[src/hdl/bct_pkg.sv]
// Shared types and constants for the binned cross-tabulation block.
// No dependencies.
`default_nettype none
package bct_pkg;

   localparam logic [1:0] OP_ADD   = 2'd0;
   localparam logic [1:0] OP_READ  = 2'd1;
   localparam logic [1:0] OP_CLEAR = 2'd2;

   localparam logic [1:0] CSR_LOWEST_BOUND = 2'd0;
   localparam logic [1:0] CSR_CLASS_WIDTH  = 2'd1;
   localparam logic [1:0] CSR_CLASS_COUNT  = 2'd2;

   typedef enum logic [2:0] {
      ST_IDLE,
      ST_BIN,
      ST_SCAN,
      ST_APPLY,
      ST_OUT
   } state_type;

   // per-column cell control, row wide enough for the largest class count
   typedef struct packed {
      logic       clear;
      logic       shift;
      logic       load;
      logic       inc;
      logic [7:0] row;
   } cell_ctl_type;

endpackage
`default_nettype wire

[src/hdl/bct_binner.sv]
// Iterative class finder: steps a fence up by one class width per cycle.
// Depends on bct_pkg.
`default_nettype none
module bct_binner (
   input  wire logic        clock,
   input  wire logic        reset,
   input  wire logic        start,
   input  wire logic [32:0] offset,
   input  wire logic [30:0] width,
   input  wire logic [8:0]  classes,
   output logic             done,
   output logic [7:0]       cls
);
   import bct_pkg::*;

   logic        busy_ff, busy_in;
   logic [7:0]  cls_ff, cls_in;
   logic [36:0] fence_ff, fence_in;
   logic [36:0] step_ff, step_in;
   logic [32:0] offset_ff, offset_in;
   logic [7:0]  last_ff, last_in;
   logic        stop;

   always_comb begin
      stop = (cls_ff == last_ff) || ({4'b0, offset_ff} < fence_ff);
      busy_in   = busy_ff;
      cls_in    = cls_ff;
      fence_in  = fence_ff;
      step_in   = step_ff;
      offset_in = offset_ff;
      last_in   = last_ff;
      if (start) begin
         busy_in   = 1'b1;
         cls_in    = 8'd0;
         step_in   = (width == 31'd0) ? 37'd1 : {6'b0, width};
         fence_in  = (width == 31'd0) ? 37'd1 : {6'b0, width};
         offset_in = offset;
         last_in   = 8'(classes - 9'd1);
      end else if (busy_ff) begin
         if (stop) begin
            busy_in = 1'b0;
         end else begin
            cls_in   = cls_ff + 8'd1;
            fence_in = fence_ff + step_ff;
         end
      end
   end

   always_ff @(posedge clock) begin
      if (reset) begin
         busy_ff <= 1'b0;
      end else begin
         busy_ff <= busy_in;
      end
      cls_ff    <= cls_in;
      fence_ff  <= fence_in;
      step_ff   <= step_in;
      offset_ff <= offset_in;
      last_ff   <= last_in;
   end

   assign done = busy_ff && stop;
   assign cls  = cls_ff;

endmodule
`default_nettype wire

[config.mk]
export PLATFORM = sky130hd
export DESIGN_NAME = bct_binner
export DESIGN_NICKNAME = d
export VERILOG_FILES = /design/src/hdl/bct_pkg.sv /design/src/hdl/bct_binner.sv
export SDC_FILE = /design/constraint.sdc
export NUM_CORES = 1
export LEC_CHECK = 0
export ABC_AREA = 0
export BUFFER_PORTS_ARGS = -buffer_cell sky130_fd_sc_hd__buf_4
export CORE_MARGIN = 10
export CORE_UTILIZATION = 50
export DETAILED_ROUTE_END_ITERATION = 7
export PLACE_DENSITY_LB_ADDON = 0.12
export SLEW_MARGIN = 20
export SYNTH_ARGS = -nofsm -noshare
export SYNTH_HDL_FRONTEND = slang
export SYNTH_SLANG_ARGS = --single-unit
[constraint.sdc]
create_clock -name clock -period 5.5 [get_ports clock]
set_input_delay 0.275 -clock clock [delete_from_list [all_inputs] [get_ports clock]]
set_output_delay 0.275 -clock clock [all_outputs]
set_load 0.01 [all_outputs]
# After elaboration in Yosys (flattened, before gate mapping)
# Index checks and enable logic that the tools add are counted.
# Widths: inputs -> output; s select.
# classes
eq_ne,2
reduce_logical,6
n_div,0
muxes,7
n_mul,0
n_bitwise,1
addsub,3
n_shift,0
n_lt_le_gt_ge,1
# op_table
operator,count
$mux 37,3
$add 37x37->37,1
$lt 33x37->1,1
$logic_not 31->1,1
$mux 31,1
$add 8x1->8 const B,1
$eq 8x8->1,1
$sub 8x1->8 const B,1
$reduce_and 2->1,2
$mux 1,3
$ne 2x2->1 const B,1
$reduce_bool 2->1,1
$logic_and 1x1->1,1
$logic_or 1x1->1,1
$not 1->1,1
# totals
latch_bits,0
mem_count,0
inputBits,76
mem_bits_rw,0
register_bits,124
romBits,0

# Longest topological paths before layout
# Gate-level depths: netlist of run 1.
# logic_depth
word_depth,5
depth_mapped,11
mapped_depth_nobuf,11

# Worst setup path after synthesis of run 1
# Ideal clock, no wire load.
# synth_path
kind,reg-to-reg
start,register fence_ff[31]
end,"register fence_ff[0], enable pin"
n_path_buf,0
path_slack_ns,1.012
t_required_ns,5.016
arrival_ns,4.004
setup_ns,0.484
stages_incl_launch_ff,9
cell_sequence,edfxtp_1 > inv_1 > ha_1 > nand4_1 > nor2_1 > o21ai_0 > o22ai_1 > a211oi_2 > o21ai_0
# synth_between
elab_chain_len,4
# synth_rtl
item,line_no,text
start: declaration,bct_binner.sv:18,"logic [36:0] fence_ff, fence_in;"
start signal: assignment,bct_binner.sv:56,fence_ff <= fence_in;
$lt 33x37->1,bct_binner.sv:25,"stop = (cls_ff == last_ff) || ({4'b0, offset_ff} < fence_ff);"
$logic_or 1x1->1,bct_binner.sv:25,
$ne 2x2->1 (no line),--,
$reduce_and 2->1 (no line),--,
# Every way passes these cells.
# A chain may end at the register's enable or synchronous reset.

# Final worst setup path of run 1
# layout_path
start,register fence_ff[10]
end,output done
# layout_between
elab_chain_len,3
# layout_rtl
item,line_no,text
$lt 33x37->1,bct_binner.sv:25,
$logic_or 1x1->1,bct_binner.sv:25,
$logic_and 1x1->1,bct_binner.sv:62,assign done = busy_ff && stop;
end: declaration,bct_binner.sv:11,"output logic done,"
# Every way passes these cells.

==> run_results.csv, run 1 <==
group,metric,value,unit
clocking,cts_tree,"built",
floorplanning,coreArea,0.0134,mm2
clocking,insertion_delay,420,ps
floorplanning,rows,42,
run_status,outcome,"finished clean",
clocking,cts_root_buf,"clkbuf_16",
final_layout,drive_gt1_share,18.1,%
place,dp_slack,2340,ps
synth,seq_area_frac_synth,49.9,%
synth,synth_cells,656,
power_and_ir_drop,cellLeakagePower,0.00341,uW
place,dpl.cell_count,873,
final_layout,diodes,0,
sta,fin_tns_setup,0,ps
routing,drtAntennaViolNets,0,
synth,synthArstFlopShare,0,%
place,routabilityCongestion,0.865,
synth,yosysTopAreaCell,"edfxtp_1",
grt,grt_pass1_wl,24600,um
floorplanning,die_area,0.0190,mm2
power_and_ir_drop,peakVddDrop,0.237,mV
synth,syn-cell-area,0.00692,mm2
sta,fmax,304,MHz
grt,grt_pass1_vias,5104,
synth,yosys_warnings,0,
sta,timing.final.ws_setup,2210,ps
place,place.port_buffers,83,
synth,synth_top_area_share,47.3,%
setup_path,r2r_setup_slack,2320,ps
synth,syn_nets,798,
clocking,cts_max_path_buffers,2,
synth,ys_types,55,
sta,finalHoldViolCount,0,
floorplanning,dieHeight,138,um
routing,drt_iter0_drc,355,
min_path,hp-class,"input pin to register",
sta,rsz0062_at_grt,"no",
clocking,htree_levels,4,
synth,synth.most_common_cell,"edfxtp_1",
routing,wl_per_cell,16.5,um
final_layout,final_cells,906,
clocking,cts.sinks,118,
final_layout,syn_to_final_growth,18.2,%
place,dp_hpwl,11200,um
routing,drt_first_pass_iters,5,
sta,period_needed,3290,ps
setup_path,path_max_fanout,9,
routing,wl,15000,um
synth,ys_ff_latch,118,
synth,synth_edf_count,109,
grt,grtUsageTotal,16.6,%
synth,yosys-top-cells-count,"edfxtp_1 (109), ha_1 (65), nand2_1 (63)",
routing,routed-via-count,4974,
grt,grt_max_degree,79,
routing,drc_errors,0,
sta,timing.slew.headroom,43.2,%
grt,grt-ovfl-total,0,
clocking,numCtsBuffers,17,
setup_path,critPathRequiredTime,5220,ps
setup_path,path_class,"register to output port",
sta,worstMarginPinSlew,853,ps
sta,min_period_over_period,59.8,%
synth,synth_ff_type,"edfxtp_1",
power_and_ir_drop,power,2890,uW
clocking,clkSlewWorstSetupHoldPaths,60,ps
floorplanning,initial_core_util,51.7,%
sta,drv_slew,0,
setup_path,crit_path_end_kind,"output port",
sta,setup_viol,0,
setup_path,start_kind,"register",
flow_run,drv_cap,0,
floorplanning,io_pins,85,
final_layout,finalNetCount,859,
sta,clock_skew,10.5,ps
synth,ys_top_cells_by_area,"edfxtp_1 (47%), ha_1 (12%), o21ai_0 (3.5%)",
floorplanning,die_w,138,um
grt,antenna_found_initial,0,
synth,synth_area_per_cell,10.6,um2
power_and_ir_drop,powerDensity,353,mW/mm2
routing,viasPerCell,5.49,
setup_path,cp_data_arrival_time,3010,ps
==> cells by family (layout without fill, tap and decap cells) <==
| kind of cell | after synthesis | after routing | share of synthesized area (%) |
|---|---|---|---|
| buffers and inverters | 92 | 166 | 5.11 |
| and+or+nand+nor | 175 | 175 | 12.3 |
| AOI/OAI and AO/OA | 150 | 150 | 13.4 |
| DFF | 118 | 118 | 49.9 |
| muxes | 6 | 6 | 1.07 |
| xor gates and xnor gates | 49 | 49 | 6.20 |
| adders and majority gates | 66 | 66 | 12.0 |
==> final cells by class <==
class	instances	area, um2
clock buffers	22	485
clock inverters	10	70.1
fillers	1147	5220
inverters	48	180
multi-input cells	446	3130
flip-flops and latches	118	3450
well taps	176	220
repair buffers	86	648
==> cells in the final DEF (no fill, tap or decap), types with 3 or more instances in the layout <==
cell type | Yosys | final
a211oi_1 | 3 | 3
a21o_1 | 16 | 16
a21oi_1 | 42 | 42
a31oi_1 | 6 | 6
and2_1 | 4 | 4
and3_1 | 4 | 4
buf_4 | 0 | 85
clkbuf_16 | 0 | 18
clkinv_2 | 0 | 3
clkinvlp_4 | 0 | 5
dfxtp_1 | 9 | 9
edfxtp_1 | 109 | 109
ha_1 | 65 | 65
inv_1 | 48 | 48
mux2_2 | 3 | 3
nand2_1 | 63 | 63
nand2b_1 | 4 | 4
nand3_1 | 15 | 15
nand4_1 | 13 | 13
nor2_1 | 29 | 29
nor2b_1 | 5 | 5
nor3_1 | 11 | 11
nor4_1 | 11 | 11
o211ai_1 | 5 | 5
o21a_1 | 5 | 5
o21ai_0 | 49 | 48
o21bai_1 | 4 | 4
or3_1 | 6 | 6
xnor2_1 | 22 | 22
xor2_1 | 27 | 27
==> sequential cells by signal, indices dropped and copies added (netlist names) <==
signal	count
offset_ff	33
busy_ff	1
last_ff	8
cls	8
fence_ff	37
step_ff	31
==> through the flow <==
step           utilization [%]  hold WS, ps  area (um2)
2_1_floorplan                -          347        6920
3_3_place_gp              56.9          437        7620
3_5_place_dp              56.9          436        7620
4_1_cts                   61.1         8.38        8180
5_1_grt                   61.1         6.22        8180
6_report                  61.1         31.9        8180
==> metal layers <==
layer | up-vias | part of all wire, % | track usage [%]
li1 | 2487 | - | -
met1 | 2370 | 45 | 20.2
met2 | 104 | 49 | 27.4
met3 | 13 | 4.9 | 5.10
met4 | 0 | 1.1 | 5.39
met5 | - | 0 | 0
==> path summary, 6_finish.rpt <==
check / startpoint / end / cells past startpoint
max: fence_ff[10] / done / 9
min reg2reg: cls[7] / cls[7] / 2
min: offset[20] / offset_ff[20] / 1
max reg2reg: fence_ff[10] / fence_ff[26] / 9
==> repair_timing <==
item                      4_1_cts  5_1_grt
hold buffers                    1        0
hold endpoints to repair        1        0
resized for setup               0        0
setup buffers                   0        0
==> report_power, final <==
part	leakage [uW]	switching (uW)	internal, uW
clock network	0.000260	408	626
registers	0.00115	44.5	1090
logic	0.00201	402	311
total	0.00341	855	2030
==> worst max-delay path: stages (launching register included) <==
cell      delay (ps)
edfxtp_1         400
inv_1             80
ha_1             240
a21o_1           160
a21o_1           170
a211oi_1         300
o211ai_1         230
a211oi_2         660
o21a_1           250
buf_4            130
(Power assumes the default switching activity.)
==> run 2: changes to the inputs <==
==> constraint.sdc (replaced) <==
create_clock -name clock -period 2.7 [get_ports clock]
set_input_delay 0.135 -clock clock [delete_from_list [all_inputs] [get_ports clock]]
set_output_delay 0.135 -clock clock [all_outputs]
set_load 0.01 [all_outputs]
==> run_results.csv, run 2 (same netlist as run 1, synthesis figures left out) <==
group,metric,value,unit
run_status,outcome,"complete, but fails checks",
run_status,violations,"negative setup slack",
grt,antenna_found_initial,2,
sta,drv_slew,0,
sta,finalHoldViolCount,0,
sta,setup_viol,1,
routing,viasPerCell,5.38,
setup_path,start_kind,"register",
final_layout,drive_gt1_share,25.5,%
sta,worstMarginPinSlew,538,ps
setup_path,critPathRequiredTime,2870,ps
power_and_ir_drop,combPwrFrac,28.7,%
routing,wl_met1,7280,um
sta,timing.final.ws_setup,-27.6,ps
power_and_ir_drop,seqPwrFrac,35.8,%
final_layout,finalNetCount,962,
routing,wl,16800,um
grt,grt_pass1_wl,27200,um
grt,grt-ovfl-total,0,
routing,drtAntennaViolNets,0,
floorplanning,dieHeight,138,um
clocking,cts_max_path_buffers,2,
sta,hold_ws,15.1,ps
clocking,cts_tree,"built",
floorplanning,die_area,0.0190,mm2
setup_path,path_class,"register to register",
place,dp_slack,-24.2,ps
place,place.port_buffers,83,
min_path,hp-class,"input pin to register",
power_and_ir_drop,powerDensity,686,mW/mm2
sta,period_needed,2730,ps
final_layout,reg_top3,"fence_ff: 37 flops, offset_ff: 33 flops, step_ff: 31 flops",
sta,min_period_over_period,101,%
setup_path,crit_path_end_kind,"register",
clocking,insertion_delay,420,ps
routing,drt_first_pass_iters,5,
power_and_ir_drop,p_switching,1840,uW
final_layout,fillers,981,
power_and_ir_drop,cellLeakagePower,0.00392,uW
clocking,numCtsBuffers,17,
grt,grtUsageTotal,18.1,%
routing,top_layer_used,"met4",
routing,drc_errors,0,
place,dp_hpwl,11700,um
power_and_ir_drop,peakVddDrop,0.444,mV
floorplanning,initial_core_util,51.7,%
clocking,cts_root_buf,"clkbuf_16",
grt,grt_pass1_vias,5643,
final_layout,final_cell_mix,"buf_4 (122), edfxtp_1 (109), dlygate4sd3_1 (64)",
final_layout,regMostFlops,"fence_ff",
flow_run,drv_cap,0,
grt,grt_max_degree,46,
sta,timing.slew.headroom,63.8,%
setup_path,cp_data_arrival_time,2890,ps
routing,routed-via-count,5436,
routing,drt_iter0_drc,378,
floorplanning,io_pins,85,
clocking,cts.sinks,118,
power_and_ir_drop,internal-power,4680,uW
final_layout,syn_to_final_growth,37.1,%
routing,met2_length,8530,um
routing,wl_per_cell,16.7,um
sta,rsz0062_at_grt,"yes",
clocking,htree_levels,4,
final_layout,layout_commonest_cell,"buf_4",
setup_path,path_max_fanout,4,
power_and_ir_drop,clkPwrFrac,35.5,%
place,routabilityCongestion,0.858,
final_layout,largest_reg_flops,37,
sta,clock_skew,9.70,ps
routing,route.met3.wl,768,um
sta,fmax,367,MHz
floorplanning,rows,42,
power_and_ir_drop,power,6510,uW
power_and_ir_drop,sw_frac_of_total,28.2,%
clocking,clkSlewWorstSetupHoldPaths,60,ps
floorplanning,coreArea,0.0134,mm2
floorplanning,die_w,138,um
[run 2: cell count changes in the layout (fill, tap and decap cells not counted), sizes merged]
| cell | before | now |
|---|---|---|
| diode | 0 | 2 |
| buf | 85 | 125 |
| bufinv | 0 | 4 |
| clkinv | 3 | 4 |
| dlygate4sd3 | 1 | 64 |
| inv | 50 | 48 |
| clkinvlp | 5 | 2 |
[run 2: worst max-delay path, cell delays in order (launching register included)]
cell and delay, ps:
edfxtp_1 420, ha_1 370, and4_1 240, a221oi_4 380, nand4_1 270, a311oi_2 400, o221ai_2 160, xnor2_1 180
o21ai_1 70
[run 2: routing by layer]
| metal | vias up | global-route usage (%) |
|---|---|---|
| li1 | 2697 | - |
| met1 | 2579 | 22.2 |
| met2 | 133 | 30.2 |
| met3 | 27 | 4.77 |
| met4 | 0 | 6.26 |
| met5 | - | 0 |
[run 2: final cells by class]
type | count | area (um2) | area share (%)
Sequential cell | 118 | 3450 | 36.4
Multi-Input combinational cell | 446 | 3420 | 36.1
Timing Repair Buffer | 189 | 1610 | 16.9
Clock buffer | 22 | 444 | 4.68
Tap cell | 176 | 220 | 2.32
Inverter | 48 | 180 | 1.90
Clock inverter | 10 | 155 | 1.64
Antenna cell | 2 | 5.00 | 0.0527
[run 2: stage by stage]
stage                     setup TNS (ps)  instances  utilization [%]  area, um2
after global placement                 0        903             58.7       7870
final                              -27.6       1011             70.8       9490
after CTS                          -25.0       1003             68.5       9180
after global routing                -753       1011             70.8       9490
after detailed placement           -34.6        903             58.7       7870
after floorplan                        0        656                -       6930
[run 2: worst paths after layout]
check	start	to	slack (ps)	cells after the start
worst min register to register	cls[7]	cls[7]	570	2
worst max-delay path	fence_ff[11]	fence_ff[28]	-30	8
worst max register to register	fence_ff[11]	fence_ff[28]	-30	8
worst min-delay path	classes[7]	last_ff[7]	20	2
[run 2: power by group through the flow]
stage               combinational, uW  sequential (uW)  clock (uW)
finish                           1870             2330        2310
global route                     2080             2350        2440
CTS                              1690             2320        2340
detailed placement               1560             2350           0
global placement                 1530             2340           0
floorplan                        1080             2320           0
[run 2: timing repair]
item / 4_1_cts / 5_1_grt
endpoints found under the hold margin: 65 / 0
setup endpoints to repair: 42 / 62
hold buffers: 64 / 0
gates cloned: 0 / 0
pin swaps: 3 / 29
setup buffers: 4 / 6
resized for setup: 8 / 53
==> run 3: changes to the inputs <==
==> constraint.sdc (replaced) <==
create_clock -name clock -period 2.8 [get_ports clock]
set_input_delay 0.14 -clock clock [delete_from_list [all_inputs] [get_ports clock]]
set_output_delay 0.14 -clock clock [all_outputs]
set_load 0.01 [all_outputs]
==> run_results.csv, run 3 (same netlist as run 1, synthesis figures left out) <==
group,metric,value,unit
floorplanning,initial_core_util,51.7,%
setup_path,crit_slowest_cell,"edfxtp_1",
sta,setup_viol,0,
final_layout,largest_reg_flops,37,
place,place.port_buffers,83,
sta,min_period_over_period,95.4,%
sta,finalHoldViolCount,0,
setup_path,path_max_fanout,6,
flow_run,drv_cap,0,
setup_path,start_kind,"register",
clocking,cts_root_buf,"clkbuf_16",
floorplanning,die_w,138,um
final_layout,reg_top3,"fence_ff: 37 flops, offset_ff: 33 flops, step_ff: 31 flops",
power_and_ir_drop,cellLeakagePower,0.00381,uW
sta,rsz0062_at_grt,"yes",
setup_path,cp_data_arrival_time,2810,ps
setup_path,critPathRequiredTime,2940,ps
final_layout,regMostFlops,"fence_ff",
routing,drtAntennaViolNets,0,
grt,grt_pass1_wl,26100,um
floorplanning,rows,42,
sta,clock_skew,14.8,ps
sta,hold_ws,17.0,ps
grt,grtUsageTotal,17.5,%
routing,viasPerCell,5.40,
sta,drv_slew,0,
setup_path,path_class,"register to register",
sta,period_needed,2670,ps
final_layout,finalNetCount,938,
final_layout,layout_commonest_cell,"edfxtp_1",
sta,fmax,374,MHz
grt,antenna_found_initial,0,
routing,wl,16100,um
grt,grt_pass1_vias,5341,
setup_path,crit_path_end_kind,"register",
floorplanning,coreArea,0.0134,mm2
setup_path,crit_chain,"ha_1 -> and4_1 -> a221oi_2 -> nand4_1 -> a31o_2 -> a21oi_1 -> xor2_1 -> o21ai_0",
clocking,numCtsBuffers,17,
routing,routed-via-count,5319,
grt,grt_max_degree,116,
routing,drt_first_pass_iters,5,
sta,timing.final.ws_setup,130,ps
clocking,clkSlewWorstSetupHoldPaths,60,ps
place,dp_slack,80.7,ps
place,dp_hpwl,11400,um
final_layout,syn_to_final_growth,31.7,%
final_layout,diodes,0,
clocking,cts.sinks,118,
setup_path,critPathMaxStageDelay,390,ps
clocking,cts_tree,"built",
routing,wl_per_cell,16.3,um
grt,grt-ovfl-total,0,
sta,worstMarginPinSlew,691,ps
routing,drc_errors,0,
floorplanning,io_pins,85,
clocking,htree_levels,4,
min_path,hp-class,"input pin to register",
final_layout,drive_gt1_share,20.8,%
place,routabilityCongestion,0.882,
run_status,outcome,"finished clean",
floorplanning,dieHeight,138,um
final_layout,final_cell_mix,"edfxtp_1 (109), buf_4 (98), dlygate4sd3_1 (64)",
clocking,insertion_delay,420,ps
sta,timing.slew.headroom,53.5,%
power_and_ir_drop,peakVddDrop,0.447,mV
clocking,cts_max_path_buffers,2,
floorplanning,die_area,0.0190,mm2
power_and_ir_drop,powerDensity,659,mW/mm2
routing,drt_iter0_drc,358,
-- run 3: critical path, delay by kind of cell (launching register included) --
family / cells / cell delay, ps
AO/OA/AOI/OAI: 4 / 960
AND/OR/NAND/NOR: 2 / 500
flip-flops: 1 / 390
adder cells (fa/ha/maj): 1 / 390
XOR/XNOR: 1 / 160
-- run 3: routing by layer --
layer	GRT usage [%]	share of wire, %	vias to the layer above
met1	21.0	43	2517
met2	29.7	51	133
met4	5.74	1.2	0
met5	0	0	-
li1	-	-	2652
met3	4.92	5.2	17
-- run 3: power breakdown --
part	switching [uW]	leakage, uW	internal, uW	total [uW]
logic	847	0.00236	758	1600
clock network	776	0.000296	1390	2160
registers	87.9	0.00115	2150	2240
total	1710	0.00381	4290	6000
-- run 3: through the flow --
step                      area [um2]  setup TNS (ps)  std cells  total power [uW]  util (%)
final                           9120               0        985              6000      68.0
after global routing            9120           -83.4        985              6340      68.0
after CTS                       9000               0        982              5970      67.2
after detailed placement        7740               0        884              3710      57.7
after global placement          7740               0        884              3670      57.7
after floorplan                 6930               0        656              3280         -
-- run 3: area by class of cell --
type	count	area (um2)
fill	1028	4280
sequential	118	3450
multi-input combinational	446	3230
timing repair buffer	165	1440
clock buffer	28	571
tap	176	220
inverter	48	180
clock inverter	4	27.5
-- run 3: worst paths after layout --
kind | start | to | slack [ps] | depth (start not counted)
worst min register to register | cls[7] | cls[7] | 580 | 2
worst max register to register | fence_ff[12] | fence_ff[24] | 130 | 8
worst max-delay path | fence_ff[12] | fence_ff[24] | 130 | 8
worst min-delay path | classes[0] | last_ff[0] | 20 | 2
-- run 3: timing repair --
| action | 4_1_cts | 5_1_grt |
|---|---|---|
| endpoints found under the hold margin | 64 | 0 |
| gates resized for setup | 1 | 25 |
| hold buffers | 64 | 0 |
| buffers inserted | 2 | 3 |
| pin swaps | 2 | 12 |
| setup endpoints to repair | 1 | 53 |
