## src/hdl/bct_pkg.sv

```systemverilog
// Shared types and constants for the binned cross-tabulation block.
// No dependencies.
`default_nettype none
package bct_pkg;

   localparam logic [1:0] OP_ADD   = 2'd0;
   localparam logic [1:0] OP_READ  = 2'd1;
   localparam logic [1:0] OP_CLEAR = 2'd2;

   localparam logic [1:0] CSR_LOWEST_BOUND = 2'd0;
   localparam logic [1:0] CSR_CLASS_WIDTH  = 2'd1;
   localparam logic [1:0] CSR_CLASS_COUNT  = 2'd2;

   typedef enum logic [2:0] {
      ST_IDLE,
      ST_BIN,
      ST_SCAN,
      ST_APPLY,
      ST_OUT
   } state_type;

   // per-column cell control, row wide enough for the largest class count
   typedef struct packed {
      logic       clear;
      logic       shift;
      logic       load;
      logic       inc;
      logic [7:0] row;
   } cell_ctl_type;

endpackage
`default_nettype wire

```

## src/hdl/bct_cell.sv

```systemverilog
// One column of the table: label, column sum and per-class counts.
// Depends on bct_pkg; takes shifted contents from its left neighbour.
`default_nettype none
module bct_cell #(
   parameter int MAX_CLASSES = 16,
   parameter int COUNT_BITS  = 16
) (
   input  wire logic                                    clock,
   input  wire bct_pkg::cell_ctl_type                   ctl,
   input  wire logic signed [31:0]                      new_value,
   input  wire logic signed [31:0]                      nb_value,
   input  wire logic [COUNT_BITS-1:0]                   nb_sum,
   input  wire logic [MAX_CLASSES-1:0][COUNT_BITS-1:0]  nb_counts,
   output logic signed [31:0]                           value,
   output logic [COUNT_BITS-1:0]                        sum,
   output logic [MAX_CLASSES-1:0][COUNT_BITS-1:0]       counts,
   output logic                                         lt,
   output logic                                         eq
);
   import bct_pkg::*;

   localparam logic [COUNT_BITS-1:0] CMAX = {COUNT_BITS{1'b1}};

   logic signed [31:0]                     label_ff, label_in;
   logic [COUNT_BITS-1:0]                  sum_ff, sum_in;
   logic [MAX_CLASSES-1:0][COUNT_BITS-1:0] counts_ff, counts_in;

   always_comb begin
      label_in  = label_ff;
      sum_in    = sum_ff;
      counts_in = counts_ff;
      if (ctl.clear) begin
         sum_in    = '0;
         counts_in = '0;
      end else if (ctl.shift) begin
         label_in  = nb_value;
         sum_in    = nb_sum;
         counts_in = nb_counts;
      end else if (ctl.load) begin
         label_in  = new_value;
         sum_in    = ctl.inc ? COUNT_BITS'(1) : '0;
         counts_in = '0;
         for (int r = 0; r < MAX_CLASSES; r++) begin
            if (ctl.inc && ctl.row == 8'(r)) begin
               counts_in[r] = COUNT_BITS'(1);
            end
         end
      end else if (ctl.inc) begin
         if (sum_ff != CMAX) begin
            sum_in = sum_ff + COUNT_BITS'(1);
         end
         for (int r = 0; r < MAX_CLASSES; r++) begin
            if (ctl.row == 8'(r) && counts_ff[r] != CMAX) begin
               counts_in[r] = counts_ff[r] + COUNT_BITS'(1);
            end
         end
      end
   end

   always_ff @(posedge clock) begin
      label_ff  <= label_in;
      sum_ff    <= sum_in;
      counts_ff <= counts_in;
   end

   assign value  = label_ff;
   assign sum    = sum_ff;
   assign counts = counts_ff;
   assign lt     = label_ff < new_value;
   assign eq     = label_ff == new_value;

endmodule
`default_nettype wire

```

## config.mk

```make
export PLATFORM = sky130hd
export DESIGN_NAME = bct_cell
export DESIGN_NICKNAME = d
export VERILOG_FILES = /design/src/hdl/bct_pkg.sv /design/src/hdl/bct_cell.sv
export SDC_FILE = /design/constraint.sdc
export NUM_CORES = 1
export LEC_CHECK = 0
export ABC_AREA = 0
export BUFFER_PORTS_ARGS = -buffer_cell sky130_fd_sc_hd__buf_2
export CORE_AREA = 2 2 254 256
export DETAILED_ROUTE_END_ITERATION = 10
export DIE_AREA = 0 0 256 258
export GPL_ROUTABILITY_DRIVEN = 0
export SLEW_MARGIN = 20
export SYNTH_ARGS = -nofsm -noshare
export SYNTH_HDL_FRONTEND = slang
export SYNTH_SLANG_ARGS = --single-unit
```

## constraint.sdc

```tcl
create_clock -name clock -period 3.9 [get_ports clock]
set_clock_uncertainty 0.05 [all_clocks]
set_input_delay 0.78 -clock clock [delete_from_list [all_inputs] [get_ports clock]]
set_output_delay 0.78 -clock clock [all_outputs]
set_load 0.005 [all_outputs]
```

[Word-level counts from Yosys, hierarchy flattened]
Cells that the tools add are included.
Storage, ports and cells
  bits in registers: 304
  input bits: 349
  output and inout bits: 306
  word-level logic and storage cells: 182
Operators by class
  equal/unequal tests: 33
  order comparisons: 1
  reduce and logical (&&, ||, !) cells: 70
  $add $sub $neg: 17
  bitwise logic cells: 1
  multiplexer cells: 42
Operator list (count)
  256-bit two-way mux: 3
  16-bit two-way mux: 20
  16-bit by 1-bit adder with 16-bit output (second input constant): 17
  16-bit inequality test (second input constant): 17
  8-bit by 4-bit == test with 1-bit output (second input constant): 8
  32-bit two-way mux: 2
  3-bit nonzero test: 18
  2-bit AND reduction: 18
  32-bit == test: 1
  8-bit by 3-bit == test with 1-bit output (second input constant): 4
  1-bit logical AND: 32
  32-bit less-than comparator: 1
  1-bit two-way mux: 17
  8-bit by 2-bit == test with 1-bit output (second input constant): 2
  8-bit by 1-bit == test with 1-bit output (second input constant): 1
  8-bit zero test: 1
  2-bit nonzero test: 1
  1-bit inverter: 1

[Longest topological paths before layout]
Gate-level depths: netlist of run 1.
  word-level depth: 6
  depth in mapped cells: 10
  gate-level depth less buffers: 8

[Worst setup path before layout of run 1]
No wires, ideal clock.
  path type: in2reg
  start: input port ctl[9] (netlist bit)
  end: register label_ff[0] (netlist: value[0]) (enable)
  data required time: 3.429 ns
  path buffers: 4
  library setup time: 0.421 ns
  arrival time: 3.063 ns
  stages on the path: 6
  path slack: 0.366 ns
  path through: clkbuf_1 -> nor2_1 -> clkbuf_1 -> clkbuf_1 -> buf_1 -> nor2_1
On the way
  longest elaborated chain between the ends: 2
RTL lines
  start: declaration: RTL line bct_cell.sv:9  | input wire bct_pkg::cell_ctl_type ctl,
  2-bit nonzero test (no source line)
  2-bit AND reduction (no source line)
  end signal: assignment: RTL line bct_cell.sv:61  | label_ff <= label_in;
  end: declaration: RTL line bct_cell.sv:24  | logic signed [31:0] label_ff, label_in;
Every way passes these cells.
A chain may end at the register's enable or synchronous reset.

[Final worst setup path of run 1]
  start: register label_ff[14] (netlist: value[14])
  end: output port lt
On the way
  longest elaborated chain between the ends: 1
RTL lines
  32-bit less-than comparator: RTL line bct_cell.sv:69  | assign lt = label_ff < new_value;
  end: declaration: RTL line bct_cell.sv:17  | output logic lt,
Every way passes these cells.

==> results of run 1 <==
## timing repair
action                                  4_1_cts  5_1_grt
endpoints found under the setup margin        0        1
resized for setup                             0        1
hold buffers                                  0        0
## worst max path at each step
| stage | endpoint | slack [ps] | cells after the start | from |
|---|---|---|---|---|
| finish | lt | 160 | 8 | value[14] |
| global route | lt | 60 | 8 | value[7] |
| CTS | lt | 60 | 8 | value[14] |
| detailed placement | lt | 220 | 10 | new_value[14] |
| global placement | counts[173] | 260 | 9 | ctl[5] |
| floorplan | value[0] | 370 | 6 | ctl[9] |
## final cells by class
cell class	instances	area [µm²]	share of cell area, %
well taps	855	1070	4.44
flip-flops and latches	304	6410	26.6
clock buffers	58	1220	5.07
repair buffers	709	3790	15.8
multi-input cells	1842	11100	46.3
diodes	17	42.5	0.177
clock inverters	12	109	0.452
inverters	79	297	1.23
## logic make-up (layout without fill, tap and decap cells)
kind of cell / after synthesis / in the layout
multiplexers: 16 / 16
buffers and inverters: 241 / 858
flip-flops: 304 / 304
XOR/XNOR: 88 / 88
adder cells (fa/ha/maj): 49 / 49
other: 0 / 17
AO/OA/AOI/OAI: 785 / 785
AND/OR/NAND/NOR: 904 / 904
## metrics by stage
step,power (W),instances
after floorplan,0.00435,2387
after global placement,0.00504,3789
after detailed placement,0.00505,3789
after CTS,0.00885,3859
after global routing,0.00916,3872
final,0.00876,3876
## flip-flops by register name, indices dropped and copies added, names as in the netlist
| name | cells |
|---|---|
| sum | 16 |
| counts | 256 |
| value | 32 |
## placed cells by master, fill, tap and decap left out, types with 17 or more instances in the layout
cell type	count
a211oi_1	66
a21o_1	31
a21oi_1	290
a221oi_1	55
a22o_1	28
a22oi_1	31
a31oi_1	58
a32o_1	33
and3_1	32
and4_1	27
buf_2	652
buf_4	48
clkbuf_16	42
dfxtp_1	272
diode_2	17
edfxtp_1	32
ha_1	49
inv_1	79
nand2_1	254
nand2b_1	21
nand3_1	82
nand4_1	70
nor2_1	185
nor3_1	165
nor4_1	20
o211ai_1	18
o21ai_0	91
xnor2_1	61
xor2_1	27
## worst min-delay path, delay by kind of cell
family | cells | cell delay (ps)
buffers and inverters | 1 | 70
AND/OR/NAND/NOR | 1 | 50
AO/OA/AOI/OAI | 1 | 40
## per-layer routing
layer  routed length [µm]  share of wire [%]
met3                 6670                8.4
met5                  193               0.24
met2                36500                 46
met1                33400                 42
met4                 2580                3.3
## power groups by stage
stage / sequential [W] / combinational (W) / clock (W)
floorplan: 0.00360 / 0.000753 / 0
global placement: 0.00364 / 0.00140 / 0
detailed placement: 0.00364 / 0.00141 / 0
CTS: 0.00357 / 0.00141 / 0.00387
global route: 0.00361 / 0.00156 / 0.00399
finish: 0.00358 / 0.00141 / 0.00377
==> run_results.csv, run 1 <==
group,metric,value,unit
synthesis,synth-edff-count,32,
routing,routed_wirelength,79.3,mm
power,power_density,364,nW/µm²
final_layout,utilization,37.8,%
routing,vias_per_cell,5.47,
clock_network,cts_buffer_depth,3,
run,cap_viol_max_count,0,
routing,drt_iter0_drc,1517,
final_layout,nNetsFinal,3374,
routing,wl_per_cell,20.5,µm
synthesis,synth_compound_area_share,28.1,%
synthesis,synthMuxAreaShare,0.880,%
worst_setup_path,endpoint_kind,"output port",
timing,fmax,0.267,GHz
synthesis,syn-mean-instance-area,7.74,µm²
worst_setup_path,worstSetupPathType,"register to output port",
worst_setup_path,r2r_cells,7,
routing,postRouteAntennaNets,0,
hold_path,min_delay_path_depth,3,
timing,slew_viol_final,0,
hold_path,hp-class,"input pin to register",
timing,relSlewSlack,46.9,%
worst_setup_path,slowest_delay,470,ps
timing,worst_slack,156,ps
synthesis,synth_xor_xnor_area_share,4.17,%
power,pwr-share-comb,16.1,%
synthesis,synth-seq-cells,304,
synthesis,synth_fa_ha_area_share,3.32,%
global_route,grt_pass1_wl,120,mm
floorplanning,die_h,258,µm
synthesis,async_reset_ff_share,0,%
floorplanning,die_w,256,µm
worst_setup_path,worstPathRequired,3070,ps
clock_network,clock_latency,570,ps
synthesis,synth_top_area_cell,"dfxtp_1",
clock_network,cts_made_buffers,40,
global_route,overflow,0,
timing,fin_crit_sh,96.0,%
worst_setup_path,worstReg2RegEnd,"counts[72]",
worst_setup_path,r2r_slack,860,ps
global_route,grt_usage,22.8,%
clock_network,cts.sinks,304,
hold_path,min_to,"counts[96]",
timing,max_slew.worst_pin.slew,790,ps
global_route,use_met2,36.4,%
clock_network,cts_root_buf,"clkbuf_16",
power,p_sw_share,29.2,%
final_layout,nFillCells,6672,
clock_network,path_clk_slew,60,ps
worst_setup_path,slowest_stage,"nor4_1",
floorplanning,core,63600,µm²
power,intPower,0.00620,W
floorplanning,row_count,93,
worst_setup_path,worstPathArrival,2910,ps
synthesis,synth_top_family_by_area,"compound AO/OA/AOI/OAI gates",
global_route,gr-usage-met1,29.1,%
place,dpl.hpwl,58.7,mm
global_route,grt_max_degree,146,
synthesis,dominantRegCellSynth,"dfxtp_1",
floorplanning,io_pins,655,
synthesis,synth_cells,2387,
timing,setup_viol,0,
clock_network,cts_max_level,2,
synthesis,synthSimpleGateAreaFrac,23.7,%
worst_setup_path,crit_family,"simple AND/OR/NAND/NOR gates",
synthesis,ys_types,78,
power,clock_power_share,43.1,%
timing,hold_ws,371,ps
synthesis,yosysWarnings,0,
routing,vias,21200,
place,dpl_worst_slack,219,ps
global_route,grt_busiest_layer,"met2",
synthesis,synth_top_area_share,29.5,%
worst_setup_path,startpoint_type,"register",
clock_network,cts_setup_buffers,0,
timing,hold_viol,0,
routing,drc,0,
status,status,"finished clean",
worst_setup_path,worst-path-buf-inv,1,
power,vdd_drop_max,0.273,mV
timing,fin_crit,3740,ps
power,switchingPower,0.00256,W
global_route,grt_use_met3,7.04,%
synthesis,synthTopCellsByArea,"dfxtp_1 (29%), a21oi_1 (7.9%), edfxtp_1 (5.2%)",
clock_network,cts_tree,"built",
routing,drt-pass1-iter-count,6,
global_route,grt_pass1_vias,19600,
synthesis,synth_seq_area_share,34.7,%
timing,tns,0,ps
worst_setup_path,crit_path_cell_trace,"ha_1 -> nand4_1 -> nor4_1 -> a21boi_0 -> o31ai_1 -> o311ai_1 -> mux2i_1 -> buf_2",
synthesis,yosysMostFrequentCell,"a21oi_1",
synthesis,syn_area,18500,µm²
synthesis,synth_common_cells,"a21oi_1 (290), dfxtp_1 (272), nand2_1 (254)",
timing,rsz0062_at_grt,"false",
floorplanning,initial_utilization,29.0,%
final_layout,final_layout_size_suffix_gt1_share,26.7,%
place,numPortBuffers,654,
worst_setup_path,crit-reg2reg-launch,"counts[64]",
worst_setup_path,crit_fanout,3,
final_layout,syn2layout_area_growth,30.3,%
hold_path,hp-start,"nb_counts[96]",
synthesis,synthesis.nets,2785,
final_layout,final_cell_area,24100,µm²
power,p_seq_share,40.9,%
power,cellLeakagePower,10.4,nW
global_route,antenna_found_initial,31,
place,place_area,22700,µm²
floorplanning,dieArea,66000,µm²
No activity file was read; power rests on OpenSTA's default activity.
==> inputs of run 2 (changes only) <==
--- a/config.mk
+++ b/config.mk
@@ -7,10 +7,12 @@
 export LEC_CHECK = 0
 export ABC_AREA = 0
 export BUFFER_PORTS_ARGS = -buffer_cell sky130_fd_sc_hd__buf_2
+export CAP_MARGIN = 25
 export CORE_AREA = 2 2 254 256
 export DETAILED_ROUTE_END_ITERATION = 10
 export DIE_AREA = 0 0 256 258
 export GPL_ROUTABILITY_DRIVEN = 0
+export RECOVER_POWER = 50
 export SLEW_MARGIN = 20
 export SYNTH_ARGS = -nofsm -noshare
 export SYNTH_HDL_FRONTEND = slang
==> run_results.csv, run 2 (synthesis gave the netlist of run 1 again) <==
group,metric,value,unit
floorplanning,core,63600,µm²
timing,hold_viol,0,
status,status,"finished with violations",
power,clock_power_share,43.2,%
hold_path,hp-class,"input pin to register",
power,p_sw_share,29.3,%
floorplanning,dieArea,66000,µm²
place,dpl_worst_slack,219,ps
place,numPortBuffers,654,
routing,postRouteAntennaNets,0,
power,vdd_drop_max,0.269,mV
global_route,grt_usage,22.8,%
timing,worst_slack,123,ps
final_layout,final_layout_size_suffix_gt1_share,20.8,%
floorplanning,die_h,258,µm
power,intPower,0.00618,W
worst_setup_path,endpoint_kind,"output port",
clock_network,cts.sinks,304,
routing,vias,21300,
floorplanning,row_count,93,
worst_setup_path,crit_fanout,3,
power,cellLeakagePower,9.72,nW
floorplanning,initial_utilization,29.0,%
final_layout,final_cells,3876,
final_layout,nFillCells,6775,
worst_setup_path,worstPathRequired,3070,ps
routing,drt-pass1-iter-count,5,
worst_setup_path,worstPathArrival,2950,ps
clock_network,path_clk_slew,60,ps
global_route,grt_pass1_vias,19600,
run,cap_viol_max_count,3,
timing,tns,0,ps
final_layout,largest_reg_flops,256,
routing,drc,0,
global_route,grt_pass1_wl,120,mm
clock_network,cts_max_level,2,
worst_setup_path,worstSetupPathType,"register to output port",
final_layout,layout_common_cells,"buf_2 (478), a21oi_1 (290), dfxtp_1 (272)",
global_route,overflow,0,
global_route,grt_max_degree,146,
worst_setup_path,startpoint_type,"register",
final_layout,syn2layout_area_growth,28.9,%
status,violations,"max-capacitance violations, max-slew violations",
timing,setup_viol,0,
floorplanning,io_pins,655,
clock_network,cts_made_buffers,40,
timing,slew_viol_final,240,
routing,vias_per_cell,5.51,
global_route,antenna_found_initial,31,
clock_network,cts_buffer_depth,3,
final_layout,nNetsFinal,3374,
clock_network,cts_tree,"built",
timing,relSlewSlack,-75.8,%
timing,fin_crit_sh,96.8,%
floorplanning,die_w,256,µm
power,power_density,367,nW/µm²
timing,fin_crit,3780,ps
power,switchingPower,0.00256,W
power,pwr-share-comb,15.8,%
power,p_seq_share,41.0,%
routing,wl_per_cell,20.5,µm
power,power.total,0.00874,W
clock_network,cts_root_buf,"clkbuf_16",
routing,routed_wirelength,79.3,mm
final_layout,final_common_cell,"buf_2",
place,dp.cells,3789,
clock_network,clock_latency,570,ps
routing,drt_iter0_drc,1491,
clock_network,hold_buffers,0,
timing,max_slew.worst_pin.slew,2640,ps
timing,rsz0062_at_grt,"false",
place,dpl.hpwl,58.7,mm
timing,fmax,0.265,GHz
## run 2: cell count changes in the layout (fill, tap and decap cells not counted)
| cell | previous run | this run |
|---|---|---|
| clkbuf_1 | 5 | 182 |
| buf_2 | 652 | 478 |
| buf_12 | 7 | 5 |
| buf_4 | 48 | 47 |
| nor2_1 | 185 | 186 |
| nor2_4 | 2 | 1 |
## run 2: worst paths after layout
path | from | end | slack [ps] | cells after the start
min reg2reg | counts[190] | counts[190] | 470 | 2
max reg2reg | counts[64] | counts[72] | 870 | 7
min | nb_counts[96] | counts[96] | 370 | 3
max | value[14] | lt | 120 | 8
## run 2: final cells by class
| cell class | count | area (µm²) | area share [%] |
|---|---|---|---|
| Inverter | 79 | 297 | 1.24 |
| Clock buffer | 58 | 1220 | 5.13 |
| Sequential cell | 304 | 6410 | 26.9 |
| Tap cell | 855 | 1070 | 4.49 |
| Timing Repair Buffer | 709 | 3540 | 14.9 |
| Clock inverter | 12 | 109 | 0.457 |
| Antenna cell | 17 | 42.5 | 0.179 |
| Multi-Input combinational cell | 1842 | 11100 | 46.7 |
## run 2: layer usage
metal / track usage, % / share of wire, % / vias up / wire length, µm
met5: 0 / 0.25 / - / 197
met4: 8.38 / 3.3 / 32 / 2640
met3: 7.04 / 8.8 / 175 / 6960
met2: 36.4 / 46 / 910 / 36500
met1: 29.1 / 42 / 10000 / 33000
li1: - / - / 10200 / -
## run 2: power by group through the flow
| stage | sequential, W | combinational, W | clock, W |
|---|---|---|---|
| finish | 0.00359 | 0.00138 | 0.00377 |
| global route | 0.00361 | 0.00154 | 0.00399 |
| CTS | 0.00357 | 0.00141 | 0.00387 |
| detailed placement | 0.00364 | 0.00141 | 0 |
| global placement | 0.00364 | 0.00140 | 0 |
| floorplan | 0.00360 | 0.000753 | 0 |
## run 2: timing repair
item,in CTS,in global routing
buffers inserted,0,0
endpoints found under the setup margin,0,1
gates resized for setup,0,1
## run 2: through the flow
stage	hold WS [ps]	utilization [%]	area, µm²
after floorplan	441	-	18500
after global placement	458	35.7	22700
after detailed placement	452	35.7	22700
after CTS	338	37.8	24000
after global routing	359	37.4	23800
final	371	37.4	23800
## run 2: worst max-delay path: stages, from the launching register on
cell,delay [ps]
edfxtp_1,410
ha_1,350
nand4_1,160
nor4_1,470
a21boi_0,230
o31ai_1,100
o311ai_1,140
mux2i_1,340
buf_2,180
==> inputs of run 3 (changes only) <==
--- a/config.mk
+++ b/config.mk
@@ -8,10 +8,12 @@
 export ABC_AREA = 0
 export BUFFER_PORTS_ARGS = -buffer_cell sky130_fd_sc_hd__buf_2
 export CAP_MARGIN = 25
-export CORE_AREA = 2 2 254 256
+export CELL_PAD_IN_SITES_DETAIL_PLACEMENT = 1
+export CELL_PAD_IN_SITES_GLOBAL_PLACEMENT = 2
+export CORE_UTILIZATION = 28
 export DETAILED_ROUTE_END_ITERATION = 10
-export DIE_AREA = 0 0 256 258
 export GPL_ROUTABILITY_DRIVEN = 0
+export PLACE_DENSITY_LB_ADDON = 0.1
 export RECOVER_POWER = 50
 export SLEW_MARGIN = 20
 export SYNTH_ARGS = -nofsm -noshare
==> run_results.csv, run 3 (synthesis gave the netlist of run 1 again) <==
group,metric,value,unit
routing,vias_per_cell,5.53,
worst_setup_path,worstPathArrival,2920,ps
clock_network,cts_buffer_depth,3,
floorplanning,die_h,259,µm
global_route,antenna_found_initial,47,
final_layout,final_cell_area,23900,µm²
timing,hold_ws,370,ps
floorplanning,dieArea,67000,µm²
worst_setup_path,r2r_slack,910,ps
final_layout,final_layout_size_suffix_gt1_share,20.2,%
clock_network,clock_latency,560,ps
worst_setup_path,slowest_delay,460,ps
power,vdd_drop_max,0.243,mV
timing,slew_viol_final,68,
final_layout,final_cells,3898,
timing,hold_viol,0,
power,cellLeakagePower,9.68,nW
clock_network,cts_made_buffers,43,
floorplanning,initial_utilization,28.5,%
global_route,grt_pass1_wl,136,mm
final_layout,utilization,36.9,%
floorplanning,core,64800,µm²
status,status,"finished with violations",
hold_path,hp-class,"input pin to register",
worst_setup_path,worst-path-buf-inv,1,
routing,wl_met3,6.06,mm
timing,fin_crit_sh,96.2,%
timing,fin_crit,3750,ps
worst_setup_path,r2r_cells,8,
routing,routed_wirelength,90.7,mm
routing,drt_iter0_drc,1318,
routing,drc,0,
clock_network,cts_max_level,2,
timing,max_slew.worst_pin.slew,1550,ps
timing,relSlewSlack,-3.46,%
clock_network,path_clk_slew,60,ps
place,place_area,22700,µm²
final_layout,nNetsFinal,3378,
final_layout,layout_common_cells,"buf_2 (450), a21oi_1 (290), dfxtp_1 (272)",
routing,vias,21600,
routing,wl_met1,38.3,mm
worst_setup_path,startpoint_type,"register",
global_route,overflow,0,
worst_setup_path,crit_fanout,3,
routing,wl_per_cell,23.3,µm
final_layout,final_common_cell,"buf_2",
timing,fmax,0.266,GHz
routing,drt-pass1-iter-count,5,
place,dpl.hpwl,67.8,mm
final_layout,largest_reg_flops,256,
worst_setup_path,endpoint_kind,"output port",
final_layout,syn2layout_area_growth,29.5,%
worst_setup_path,worstSetupPathType,"register to output port",
worst_setup_path,crit-reg2reg-launch,"counts[64]",
place,dp.cells,3790,
clock_network,cts_tree,"built",
global_route,grt_pass1_vias,21800,
global_route,grt_usage,26.0,%
timing,rsz0062_at_grt,"false",
power,power_density,377,nW/µm²
worst_setup_path,worstSetupPathDepth,8,
worst_setup_path,slowest_stage,"edfxtp_1",
floorplanning,die_w,259,µm
worst_setup_path,cp-startpoint,"value[14]",
worst_setup_path,worstPathRequired,3070,ps
timing,tns,0,ps
worst_setup_path,crit_path_cell_trace,"ha_1 -> nand4_1 -> nor4_2 -> a21boi_1 -> o31ai_2 -> o311ai_0 -> mux2i_1 -> buf_2",
status,violations,"max-capacitance violations, max-slew violations",
worst_setup_path,worstReg2RegEnd,"counts[71]",
floorplanning,row_count,93,
global_route,grt_max_degree,204,
final_layout,nFillCells,8105,
floorplanning,io_pins,655,
worst_setup_path,crit_family,"simple AND/OR/NAND/NOR gates",
routing,maxUsedRoutingLayer,"met5",
routing,postRouteAntennaNets,0,
worst_setup_path,crit_end,"lt",
clock_network,cts.sinks,304,
run,cap_viol_max_count,1,
routing,wl_met2,44.2,mm
timing,setup_viol,0,
clock_network,hold_buffers,0,
place,numPortBuffers,654,
clock_network,cts_root_buf,"clkbuf_16",
-- run 3: cell count changes in the layout (fill, tap and decap cells not counted), moves of 2 or more --
cell | before | now
clkbuf_1 | 182 | 210
clkinv_4 | 2 | 0
clkbuf_8 | 11 | 18
diode_2 | 17 | 29
clkbuf_16 | 42 | 45
buf_4 | 47 | 52
buf_2 | 478 | 450
-- run 3: where the power goes --
group / switching [W] / total [W] / internal (W)
sequential: 0.000243 / 0.00359 / 0.00334
combinational: 0.000822 / 0.00141 / 0.000590
clock: 0.00159 / 0.00403 / 0.00244
-- run 3: cell type report --
cell class | instances | area (µm²) | area share, %
Clock inverter | 7 | 37.5 | 0.157
Antenna cell | 29 | 72.6 | 0.303
Inverter | 79 | 297 | 1.24
Timing Repair Buffer | 710 | 3500 | 14.6
Sequential cell | 304 | 6410 | 26.8
Clock buffer | 72 | 1410 | 5.88
Multi-Input combinational cell | 1842 | 11100 | 46.6
Tap cell | 855 | 1070 | 4.47
-- run 3: worst min path at each step --
stage | from | to | slack, ps | cells past startpoint
global route | nb_counts[208] | counts[208] | 360 | 2
CTS | nb_counts[208] | counts[208] | 330 | 2
floorplan | counts[190] | counts[190] | 440 | 2
global placement | counts[190] | counts[190] | 450 | 2
detailed placement | counts[63] | counts[63] | 460 | 2
finish | nb_counts[208] | counts[208] | 370 | 2
-- run 3: per-layer routing --
layer  up-vias  GRT usage [%]
met3       132           6.29
met4        34           8.07
li1      10200              -
met5         -              0
met2       564           43.8
met1     10600           32.4
-- run 3: through the flow --
step	power, W	setup WS, ps
after floorplan	0.00435	366
after detailed placement	0.00509	233
final	0.00903	146
after global placement	0.00505	314
after CTS	0.00918	23.6
after global routing	0.00944	30.6
-- run 3: what timing repair did --
item	CTS	global route
endpoints found under the setup margin	0	1
setup buffers	0	0
resized for setup	0	3
